File: config.mk
export PLATFORM = sky130hd
export DESIGN_NAME = moving_average_mv_filter_flat
export DESIGN_NICKNAME = d
export VERILOG_FILES = /design/src/design/mvf_pkg.sv /design/src/design/mvf_ifs.sv /design/src/design/mvf_front.sv /design/src/design/mvf_queue.sv /design/src/design/mvf_back.sv /design/src/design/moving_average_mv_filter.sv /design/src/flat_wrapper.sv
export SDC_FILE = /design/constraint.sdc
export NUM_CORES = 2
export LEC_CHECK = 0
export ABC_AREA = 0
export BUFFER_PORTS_ARGS = -buffer_cell sky130_fd_sc_hd__buf_2
export CORE_MARGIN = 2
export CORE_UTILIZATION = 57
export DETAILED_ROUTE_END_ITERATION = 16
export HOLD_SLACK_MARGIN = 0.15
export PLACE_DENSITY_LB_ADDON = 0.2
export SETUP_SLACK_MARGIN = 0.1
export SKIP_CTS_REPAIR_TIMING = 1
export SLEW_MARGIN = 30
export SYNTH_ARGS = -nofsm -noshare
export SYNTH_HDL_FRONTEND = slang
export SYNTH_HIERARCHICAL = 1
export SYNTH_SLANG_ARGS = --single-unit
File: constraint.sdc
create_clock -name clk -period 4.95 [get_ports clk]
set_clock_uncertainty 0.1 [all_clocks]
set_input_delay 0.2475 -clock clk [delete_from_list [all_inputs] [get_ports clk]]
set_output_delay 0.2475 -clock clk [all_outputs]
set_load 0.03 [all_outputs]
File: src/design/mvf_pkg.sv
// ---------------------------------------------------------------------------
// mvf_pkg: shared constants and types of the moving average filter
// Field widths, scaling constants and the item that travels through the queue.
// ---------------------------------------------------------------------------
package mvf_pkg;

  localparam int CODE_W         = 12;
  localparam int MV_W           = 13;
  localparam int MV_MAX         = 4995;

  // window length range and default
  localparam int WINDOW_DEFAULT = 100;
  localparam int WINDOW_MAX     = 1024;
  localparam int SLOT_MAX_W     = $clog2(WINDOW_MAX);

  // gain of 1.22 mV per code as a fixed point multiply and shift,
  // exact for every 12-bit code
  localparam int SCALE_SHIFT    = 20;
  localparam int SCALE_MUL_W    = 21;
  localparam logic [SCALE_MUL_W-1:0] SCALE_MUL = 21'd1279263;

  localparam int QUEUE_DEPTH    = 2;

  typedef struct packed {
    logic [MV_W-1:0]       mv;
    logic [SLOT_MAX_W-1:0] slot;
    logic                  old_used;
    logic                  emit;
  } mvf_item_t;

endpackage

File: src/design/mvf_ifs.sv
// ---------------------------------------------------------------------------
// mvf channel interfaces
// Valid/ready channels for converter codes and averaged results.
// ---------------------------------------------------------------------------
interface mvf_code_if import mvf_pkg::*; ();
  logic              valid;
  logic              ready;
  logic [CODE_W-1:0] adc_code;

  modport source (output valid, output adc_code, input ready);
  modport sink   (input valid, input adc_code, output ready);
endinterface

interface mvf_avg_if import mvf_pkg::*; ();
  logic            valid;
  logic            ready;
  logic [MV_W-1:0] average_mv;

  modport source (output valid, output average_mv, input ready);
  modport sink   (input valid, input average_mv, output ready);
endinterface

File: src/design/mvf_front.sv
// ---------------------------------------------------------------------------
// mvf_front: input side of the moving average filter
// Scales each code to millivolts, assigns its ring slot and tags it.
// ---------------------------------------------------------------------------
module mvf_front import mvf_pkg::*; #(
  parameter int WINDOW = WINDOW_DEFAULT
) (
  input  logic        clk,
  input  logic        rst,
  mvf_code_if.sink    codes,
  input  logic        full,
  output logic        push,
  output mvf_item_t   push_item
);

  localparam int SLOT_W = $clog2(WINDOW);
  localparam int FILL_W = $clog2(WINDOW + 1);
  localparam int PROD_W = CODE_W + SCALE_MUL_W;

  logic [SLOT_W-1:0] slot;
  logic [FILL_W-1:0] fill;
  logic              window_full;
  logic [PROD_W-1:0] scaled;

  assign codes.ready = !full;
  assign push        = codes.valid && !full;
  assign window_full = (fill == FILL_W'(WINDOW));

  // mv = floor(code * 1.22)
  assign scaled = PROD_W'(codes.adc_code) * PROD_W'(SCALE_MUL);

  always_comb begin
    push_item.mv       = scaled[SCALE_SHIFT +: MV_W];
    push_item.slot     = SLOT_MAX_W'(slot);
    // the slot holds a real sample only once every slot has been written
    push_item.old_used = window_full;
    push_item.emit     = window_full || (fill == FILL_W'(WINDOW - 1));
  end

  always_ff @(posedge clk) begin
    if (rst) begin
      slot <= '0;
      fill <= '0;
    end else if (push) begin
      slot <= (slot == SLOT_W'(WINDOW - 1)) ? '0 : slot + 1'b1;
      if (!window_full) begin
        fill <= fill + 1'b1;
      end
    end
  end

  a_fill_bound: assert property (@(posedge clk) disable iff (rst)
    fill <= FILL_W'(WINDOW))
    else $error("fill level beyond window");

  a_slot_tracks_fill: assert property (@(posedge clk) disable iff (rst)
    !window_full |-> (FILL_W'(slot) == fill))
    else $error("slot out of step with fill level");

endmodule

File: src/design/mvf_queue.sv
// ---------------------------------------------------------------------------
// mvf_queue: short queue between front and back
// Registered first-in first-out buffer of tagged samples.
// ---------------------------------------------------------------------------
module mvf_queue import mvf_pkg::*; (
  input  logic      clk,
  input  logic      rst,
  input  logic      push,
  input  mvf_item_t push_item,
  input  logic      pop,
  output logic      full,
  output logic      not_empty,
  output mvf_item_t head
);

  localparam int PTR_W = $clog2(QUEUE_DEPTH);
  localparam int CNT_W = $clog2(QUEUE_DEPTH + 1);

  mvf_item_t         entries [QUEUE_DEPTH];
  logic [PTR_W-1:0]  wr_ptr;
  logic [PTR_W-1:0]  rd_ptr;
  logic [CNT_W-1:0]  count;

  assign full      = (count == CNT_W'(QUEUE_DEPTH));
  assign not_empty = (count != '0);
  assign head      = entries[rd_ptr];

  always_ff @(posedge clk) begin
    if (push) begin
      entries[wr_ptr] <= push_item;
    end
  end

  always_ff @(posedge clk) begin
    if (rst) begin
      wr_ptr <= '0;
      rd_ptr <= '0;
      count  <= '0;
    end else begin
      if (push) begin
        wr_ptr <= (wr_ptr == PTR_W'(QUEUE_DEPTH - 1)) ? '0 : wr_ptr + 1'b1;
      end
      if (pop) begin
        rd_ptr <= (rd_ptr == PTR_W'(QUEUE_DEPTH - 1)) ? '0 : rd_ptr + 1'b1;
      end
      if (push && !pop) begin
        count <= count + 1'b1;
      end else if (pop && !push) begin
        count <= count - 1'b1;
      end
    end
  end

  a_no_push_when_full: assert property (@(posedge clk) disable iff (rst)
    push |-> (count < CNT_W'(QUEUE_DEPTH)) || pop)
    else $error("push into full queue");

endmodule

File: src/design/mvf_back.sv
// ---------------------------------------------------------------------------
// mvf_back: ring buffer, running sum and divide by window
// Pipeline that updates the sum per sample and forms the truncated mean.
// ---------------------------------------------------------------------------
module mvf_back import mvf_pkg::*; #(
  parameter int WINDOW = WINDOW_DEFAULT
) (
  input  logic        clk,
  input  logic        rst,
  input  logic        not_empty,
  input  mvf_item_t   head,
  output logic        pop,
  mvf_avg_if.source   averages
);

  localparam int SLOT_W = $clog2(WINDOW);
  localparam int SUM_W  = $clog2(WINDOW * MV_MAX + 1);
  localparam int PROD_W = 2 * SUM_W;
  // floor(2^SUM_W / WINDOW): estimate is low by at most one
  localparam logic [SUM_W-1:0] RECIP   = SUM_W'((64'(1) << SUM_W) / WINDOW);
  localparam logic [SUM_W-1:0] WIN_S   = SUM_W'(WINDOW);
  localparam logic [SUM_W-1:0] SUM_MAX = SUM_W'(WINDOW * MV_MAX);

  logic [MV_W-1:0]   ring [WINDOW];

  logic              adv;

  // read stage
  logic              b1_valid;
  logic [MV_W-1:0]   b1_mv;
  logic [SLOT_W-1:0] b1_slot;
  logic              b1_emit;
  logic              b1_old_used;
  logic [MV_W-1:0]   old_mv;

  // sum stage
  logic [SUM_W-1:0]  running_sum;
  logic [SUM_W-1:0]  running_sum_next;
  logic [MV_W-1:0]   old_val;
  logic              s_valid;
  logic [SUM_W-1:0]  s_sum;

  // reciprocal product stage
  logic              p_valid;
  logic [SUM_W-1:0]  p_sum;
  logic [PROD_W-1:0] p_prod;
  logic [MV_W-1:0]   quot_est;

  // estimate stage
  logic              e_valid;
  logic [SUM_W-1:0]  e_sum;
  logic [MV_W-1:0]   e_quot;
  logic [SUM_W-1:0]  e_qw;
  logic [SUM_W-1:0]  rem;

  // output register
  logic              o_valid;
  logic [MV_W-1:0]   o_avg;

  assign adv = !o_valid || averages.ready;
  assign pop = adv && not_empty;

  assign old_val          = b1_old_used ? old_mv : '0;
  assign running_sum_next = running_sum - SUM_W'(old_val) + SUM_W'(b1_mv);
  assign quot_est         = MV_W'(p_prod[PROD_W-1:SUM_W]);
  assign rem              = e_sum - e_qw;

  // ring memory: read at the queue head slot, write one stage later
  always_ff @(posedge clk) begin
    if (pop) begin
      old_mv <= ring[head.slot[SLOT_W-1:0]];
    end
    if (adv && b1_valid) begin
      ring[b1_slot] <= b1_mv;
    end
  end

  always_ff @(posedge clk) begin
    if (adv) begin
      b1_mv       <= head.mv;
      b1_slot     <= head.slot[SLOT_W-1:0];
      b1_emit     <= head.emit;
      b1_old_used <= head.old_used;
      s_sum       <= running_sum_next;
      p_sum       <= s_sum;
      p_prod      <= PROD_W'(s_sum) * PROD_W'(RECIP);
      e_sum       <= p_sum;
      e_quot      <= quot_est;
      e_qw        <= SUM_W'(quot_est) * WIN_S;
      o_avg       <= (rem >= WIN_S) ? e_quot + 1'b1 : e_quot;
    end
  end

  always_ff @(posedge clk) begin
    if (rst) begin
      b1_valid    <= 1'b0;
      s_valid     <= 1'b0;
      p_valid     <= 1'b0;
      e_valid     <= 1'b0;
      o_valid     <= 1'b0;
      running_sum <= '0;
    end else if (adv) begin
      b1_valid <= not_empty;
      s_valid  <= b1_valid && b1_emit;
      p_valid  <= s_valid;
      e_valid  <= p_valid;
      o_valid  <= e_valid;
      if (b1_valid) begin
        running_sum <= running_sum_next;
      end
    end
  end

  assign averages.valid      = o_valid;
  assign averages.average_mv = o_avg;

  a_sum_frozen_on_stall: assert property (@(posedge clk) disable iff (rst)
    !adv |=> $stable(running_sum))
    else $error("running sum moved during stall");

  a_sum_bound: assert property (@(posedge clk) disable iff (rst)
    running_sum <= SUM_MAX)
    else $error("running sum above window maximum");

endmodule

File: src/design/moving_average_mv_filter.sv
// ---------------------------------------------------------------------------
// moving_average_mv_filter: boxcar moving average of converter codes in mV
// Each code passes the queue, then the read, sum, product, estimate and output stages.
// Throughput: one code per cycle unless the output stalls, set by one ring read and write.
// The first WINDOW-1 codes after reset only fill the window and give no result.
// Reset (rst, synchronous): clears fill count, write slot, running sum and pipeline valids.
// The ring needs no clearing pass: slots not yet written are masked by the fill count.
// ---------------------------------------------------------------------------
module moving_average_mv_filter import mvf_pkg::*; #(
  parameter int WINDOW = WINDOW_DEFAULT
) (
  input  logic       clk,
  input  logic       rst,
  mvf_code_if.sink   codes,
  mvf_avg_if.source  averages
);

  // front to queue
  logic      push;
  mvf_item_t push_item;
  logic      full;

  // queue to back
  logic      not_empty;
  logic      pop;
  mvf_item_t head;

  // front: scale each code by 1.22 mV, pick its ring slot and tag whether
  // the slot already holds a sample and whether this transfer makes a result
  mvf_front #(
    .WINDOW (WINDOW)
  ) u_front (
    .clk       (clk),
    .rst       (rst),
    .codes     (codes),
    .full      (full),
    .push      (push),
    .push_item (push_item)
  );

  // two-entry queue so an output stall does not reach the input in the same cycle
  mvf_queue u_queue (
    .clk       (clk),
    .rst       (rst),
    .push      (push),
    .push_item (push_item),
    .pop       (pop),
    .full      (full),
    .not_empty (not_empty),
    .head      (head)
  );

  // back: ring read, sum update with ring write, reciprocal multiply,
  // estimate times window, remainder correction into the output register;
  // the whole back pipeline holds while a result waits to be taken
  mvf_back #(
    .WINDOW (WINDOW)
  ) u_back (
    .clk       (clk),
    .rst       (rst),
    .not_empty (not_empty),
    .head      (head),
    .pop       (pop),
    .averages  (averages)
  );

endmodule
File: src/flat_wrapper.sv
// flat-port wrapper written by rule: the top's interface ports become plain ports
module moving_average_mv_filter_flat import mvf_pkg::*;
#(
  parameter int WINDOW = WINDOW_DEFAULT
)
  (clk, rst, codes_valid, codes_adc_code, codes_ready, averages_valid, averages_average_mv, averages_ready);
  mvf_code_if codes_i ();
  mvf_avg_if averages_i ();
  input  logic clk;
  input  logic rst;
  input wire logic [$bits(codes_i.valid)-1:0] codes_valid;
  input wire logic [$bits(codes_i.adc_code)-1:0] codes_adc_code;
  output wire logic [$bits(codes_i.ready)-1:0] codes_ready;
  output wire logic [$bits(averages_i.valid)-1:0] averages_valid;
  output wire logic [$bits(averages_i.average_mv)-1:0] averages_average_mv;
  input wire logic [$bits(averages_i.ready)-1:0] averages_ready;
  assign codes_i.valid = codes_valid;
  assign codes_i.adc_code = codes_adc_code;
  assign codes_ready = codes_i.ready;
  assign averages_valid = averages_i.valid;
  assign averages_average_mv = averages_i.average_mv;
  assign averages_i.ready = averages_ready;
  moving_average_mv_filter #(.WINDOW(WINDOW)) u_core (.clk(clk), .rst(rst), .codes(codes_i), .averages(averages_i));
endmodule
# Yosys cells after proc, flatten, opt, wreduce, memory -nomap -nowiden
# Memory sizes are Yosys's and may differ from the RTL's. A register that Yosys moved wholly into a read port is not among the register bits.
# Cells that the tools add are included.
[word_totals] word_cells=72 reg_bits=195 in_bits=16 n_memories=2 ram_bits=1344
[classes] n_lt_le_gt_ge=1 add_sub_neg=10 reduce_logical=16 muxes=13 eq_ne=4 mul=3 bitwise_logic=1
[mem_list] name="u_core.u_back.ring" depth=100 width=13 read_ports=1 rd_ports_with_merged_regs=1 write_ports=1 line="mvf_back.sv:24" text="logic [MV_W-1:0] ring [WINDOW];"
[mem_list] name="u_core.u_queue.entries" depth=2 width=22 read_ports=1 rd_ports_with_merged_regs=1 write_ports=1 line="mvf_queue.sv:19" text="mvf_item_t entries [QUEUE_DEPTH];"
[op_table] op="multiplier 12 x 21 -> 33 bit, second input constant" count=1
[op_table] op="multiplier 19 x 12 -> 31 bit, second input constant" count=1
[op_table] op="two-way mux 13 bit" count=2
[op_table] op="== test 7 bit, second input constant" count=3
[op_table] op="adder 19 x 13 -> 19 bit" count=1
[op_table] op=">= comparator 19 x 7 -> 1 bit, second input constant" count=1
[op_table] op="subtractor 19 x 13 -> 19 bit" count=1
[op_table] op="subtractor 19 bit" count=1
[op_table] op="multiplier 13 x 5 -> 17 bit, second input constant" count=1
[op_table] op="adder 7 x 1 -> 7 bit, second input constant" count=2
[op_table] op="adder 13 x 1 -> 13 bit, second input constant" count=1
[op_table] op="two-way mux 1 bit" count=8
[op_table] op="two-way mux 7 bit" count=1
[op_table] op="logical AND 1 bit" count=6
[op_table] op="zero test 1 bit" count=4
[op_table] op="two-way mux 2 bit" count=2
[op_table] op="AND reduction 2 bit" count=2
[op_table] op="nonzero test 2 bit" count=2
[op_table] op="adder 1 bit, second input constant" count=2
[op_table] op="adder 2 x 1 -> 2 bit, second input constant" count=1
[op_table] op="== test 2 bit, second input constant" count=1
[op_table] op="logical OR 1 bit" count=2
[op_table] op="subtractor 2 x 1 -> 2 bit, second input constant" count=1
[op_table] op="NOT 1 bit" count=1

# Logic depth before layout (Yosys ltp)
[logic_depth] depth_word=7 mapped_depth=19

# Cells and area by module
# Netlist, hierarchy kept.
[modules_own_cells] mod="mvf_back" seq_area_each_um2=43752.0 instances=1 area_per_inst_um2=62494.9 cells_per_inst=3124
[modules_own_cells] mod="mvf_front" seq_area_each_um2=280.3 instances=1 area_per_inst_um2=4286.6 cells_per_inst=455
[modules_own_cells] mod="mvf_queue" seq_area_each_um2=1601.5 instances=1 area_per_inst_um2=2013.2 cells_per_inst=100

# Least setup slack after synthesis
# No wires, ideal clock.
[synth_timing] path_kind="flip-flop to flip-flop" start="register u_core.u_back.o_valid, in the netlist u_core/u_back/averages.valid" end="memory u_core.u_back.ring[27][0] (enable)" setup_time_ns=0.382 stages_incl_launch_ff=8 setup_slack_ns=-0.424 t_arrival_ns=4.891 cell_sequence="dfxtp_1 nor2b_1 inv_1 nand2_1 nor2_1 nand3_1 clkbuf_1 nor2_1"
[synth_via] elab_chain_len=5
[synth_rtl] element="from (decl)" line="mvf_back.sv:57" text="logic o_valid;"
[synth_rtl] element="from (signal assigned)" line="mvf_back.sv:107" text="o_valid <= e_valid;"
[synth_rtl] element="zero test 1 bit" line="mvf_back.sv:60" text="assign adv = !o_valid || averages.ready;"
[synth_rtl] element="logical OR 1 bit" line="mvf_back.sv:60"
[synth_rtl] element="logical AND 1 bit" line="mvf_back.sv:73" text="if (adv && b1_valid) begin"
[synth_rtl] element="two-way mux 1 bit" line="mvf_back.sv:73"
[synth_rtl] element="two-way mux 1 bit (not written as such)" line="mvf_back.sv:74" text="ring[b1_slot] <= b1_mv;"
[synth_rtl] element="to (decl)" line="mvf_back.sv:24"
# No other way between the ends.

# Final worst setup path
[layout_timing] start="register u_core.u_back.s_sum[11]" end="register u_core.u_back.p_prod[31] (data pin)"
[layout_via] elab_chain_len=1
[layout_rtl] element="from (decl)" line="mvf_back.sv:41" text="logic [SUM_W-1:0] s_sum;"
[layout_rtl] element="from (signal assigned)" line="mvf_back.sv:84" text="s_sum <= running_sum_next;"
[layout_rtl] element="multiplier 19 x 12 -> 31 bit" line="mvf_back.sv:86" text="p_prod <= PROD_W'(s_sum) * PROD_W'(RECIP);"
[layout_rtl] element="to (signal assigned)" line="mvf_back.sv:86"
[layout_rtl] element="to (decl)" line="mvf_back.sv:46" text="logic [PROD_W-1:0] p_prod;"
# No other way between the ends.
# A chain may end at the register's enable or synchronous reset.

==> impl_metrics.json <==
{
  "yosysWarnings": 6,
  "setup_ws_ps": -58.3,
  "nNetsFinal": 4446,
  "drtPass1Iterations": 5,
  "synth.avg_cell_area_um2": 18.7,
  "drt-initial-drc-count": 3571,
  "grt_max_degree": 101,
  "cts_buffers": 156,
  "io_buffers": 30,
  "syn-cell-area_um2": 68600,
  "cts.sinks": 1528,
  "clock_latency_ps": 790,
  "core-area_um2": 120000,
  "clock_path_buffers": 3,
  "min-delay-start": "codes_adc_code[10]",
  "wl_per_cell_um": 27.0,
  "die_h_um": 351,
  "hold_depth": 5,
  "hold_violations": 0,
  "path_max_fanout": 4,
  "cp-start-kind": "flip-flop",
  "start_util": 0.573,
  "grt_antenna_before_repair": 8,
  "netlist_instances": 3666,
  "period_share": 1.01,
  "cts_tree": "built",
  "ios": 31,
  "grt_use_total": 0.260,
  "crit_arrival_ps": 5430,
  "die_width_um": 351,
  "grt-ovfl-total": 0,
  "viasPerCell": 6.07,
  "slew_headroom": 0.367,
  "tightest_slew_ps": 948,
  "final-setup-viol-count": 4,
  "drc_errors": 0,
  "finalWirelength_um": 154000,
  "layout_min_cycle_time_ps": 5010,
  "failed_checks": "setup timing",
  "cts_root_buffer": "clkbuf_16",
  "ant_nets": 0,
  "place_congestion": 0.860,
  "max_cap_viol_count": 0,
  "min_to": "u_core/u_queue/entries[0][24]",
  "area_delta_synth_final_pct": 13.2,
  "dpl.hpwl_um": 98900,
  "syn-num-nets": 4134,
  "slew_violations": 0,
  "grt_pass1_wl_um": 231000,
  "max_freq_mhz": 200,
  "reg2reg_from": "u_core/u_back/s_sum[11]",
  "fillers": 8069,
  "cts.clk_slew.worst_paths_ps": 60,
  "status": "complete, but fails checks",
  "layout-drive-gt1-share": 0.250,
  "min_path_type": "input pin to flip-flop",
  "grt_pass1_vias": 35800,
  "cp-end-kind": "flip-flop",
  "rows": 127,
  "path_class": "flip-flop to flip-flop",
  "rr_worst_depth": 17,
  "grt_setup_unrepaired": "true",
  "rrSetupSlack_ps": -60,
  "required_ps": 5370,
  "fin_util": 0.649,
  "dieArea_um2": 123000,
  "htreeDepth": 4,
  "num_vias": 34800,
  "reg2reg_to": "u_core/u_back/p_prod[31]"
}
cells in the final DEF (no fill, tap or decap), types with 21 or more instances in the layout:
cell type and n:
a21o_1 21, a21oi_1 69, and2_1 22, buf_2 30
buf_4 227, clkbuf_1 33, clkbuf_16 159, clkinv_1 33
clkinv_2 23, dfxtp_1 43, edfxtp_1 1485, fa_1 151
ha_1 289, inv_1 323, mux2_2 47, mux4_2 416
nand2_1 82, nand3_1 25, nor2_1 171, nor3_1 22
o21ai_0 24, xnor2_1 66, xor2_1 26
routing by layer:
metal	up-vias	share of wire	global-route usage
met2	1364	0.48	0.415
met3	260	0.080	0.0462
met4	6	0.029	0.0818
li1	15000	-	-
met1	18200	0.41	0.369
met5	-	0.00025	0
how the worst max path moves through the flow:
stage,from,end,slack [ps],cells after the start
2_1_floorplan,codes_adc_code[9],u_core/u_queue/entries[0][23],20,16
3_3_place_gp,codes_adc_code[9],u_core/u_queue/entries[0][23],-310,18
3_5_place_dp,codes_adc_code[9],u_core/u_queue/entries[1][23],-320,18
4_1_cts,u_core/u_back/s_sum[11],u_core/u_back/p_prod[31],-190,16
5_1_grt,u_core/u_back/s_sum[11],u_core/u_back/p_prod[31],-240,17
6_report,u_core/u_back/s_sum[11],u_core/u_back/p_prod[31],-60,17
area by class of cell:
cell class                 instances  area [um2]  area share
clock inverter                    97        1020      0.0131
antenna                            1        2.50   0.0000322
timing repair buffer             281        2250      0.0290
tap                             1612        2020      0.0260
multi-input combinational       1681       21500       0.277
inverter                         330        1250      0.0161
clock buffer                     192        4100      0.0528
sequential                      1528       45500       0.586
metrics by stage:
stage | instances | instance area, um2 | TNS (ps) | worst slack [ps] | hold WS (ps)
after floorplan | 3666 | 68600 | 0 | 16.8 | 217
after global placement | 5420 | 72200 | -2860 | -308 | 303
after detailed placement | 5420 | 72200 | -3760 | -319 | 308
after CTS | 5709 | 77300 | -602 | -189 | -237
after global routing | 5721 | 77600 | -1310 | -237 | 189
final | 5722 | 77600 | -101 | -58.3 | 178
registers in the layout, summed over array words and instances, names as in the netlist, 2 cells and up, named ones only:
signal and cells:
u_core/u_back/running_sum 19, u_core/u_back/ring 1300, u_core/u_queue/entries 44, u_core/u_back/old_mv 13
u_core/u_front/fill 7, u_core/u_back/b1_mv 13, u_core/u_queue/count 2, u_core/u_back/e_qw 14
u_core/u_back/b1_slot 7, u_core/u_back/averages.average_mv 13, u_core/u_back/p_prod 13, u_core/u_back/e_quot 13
u_core/u_front/slot 7, u_core/u_back/s_sum 19, u_core/u_back/p_sum 17, u_core/u_back/e_sum 17
worst max-delay path, stage by stage, from the launching register on:
cell and delay (ps):
edfxtp_1 440, buf_6 150, fa_1 510, ha_4 290
fa_2 430, fa_1 510, inv_1 50, fa_1 490
inv_1 50, ha_1 270, nand4_1 200, a211oi_2 320
o21ai_2 130, o21ai_4 120, a2111oi_4 120, o31ai_2 330
a21oi_2 110, xnor2_1 130
Power is not shown: default switching activity piles up to over one toggle a cycle in this logic, so the estimate is an artifact.
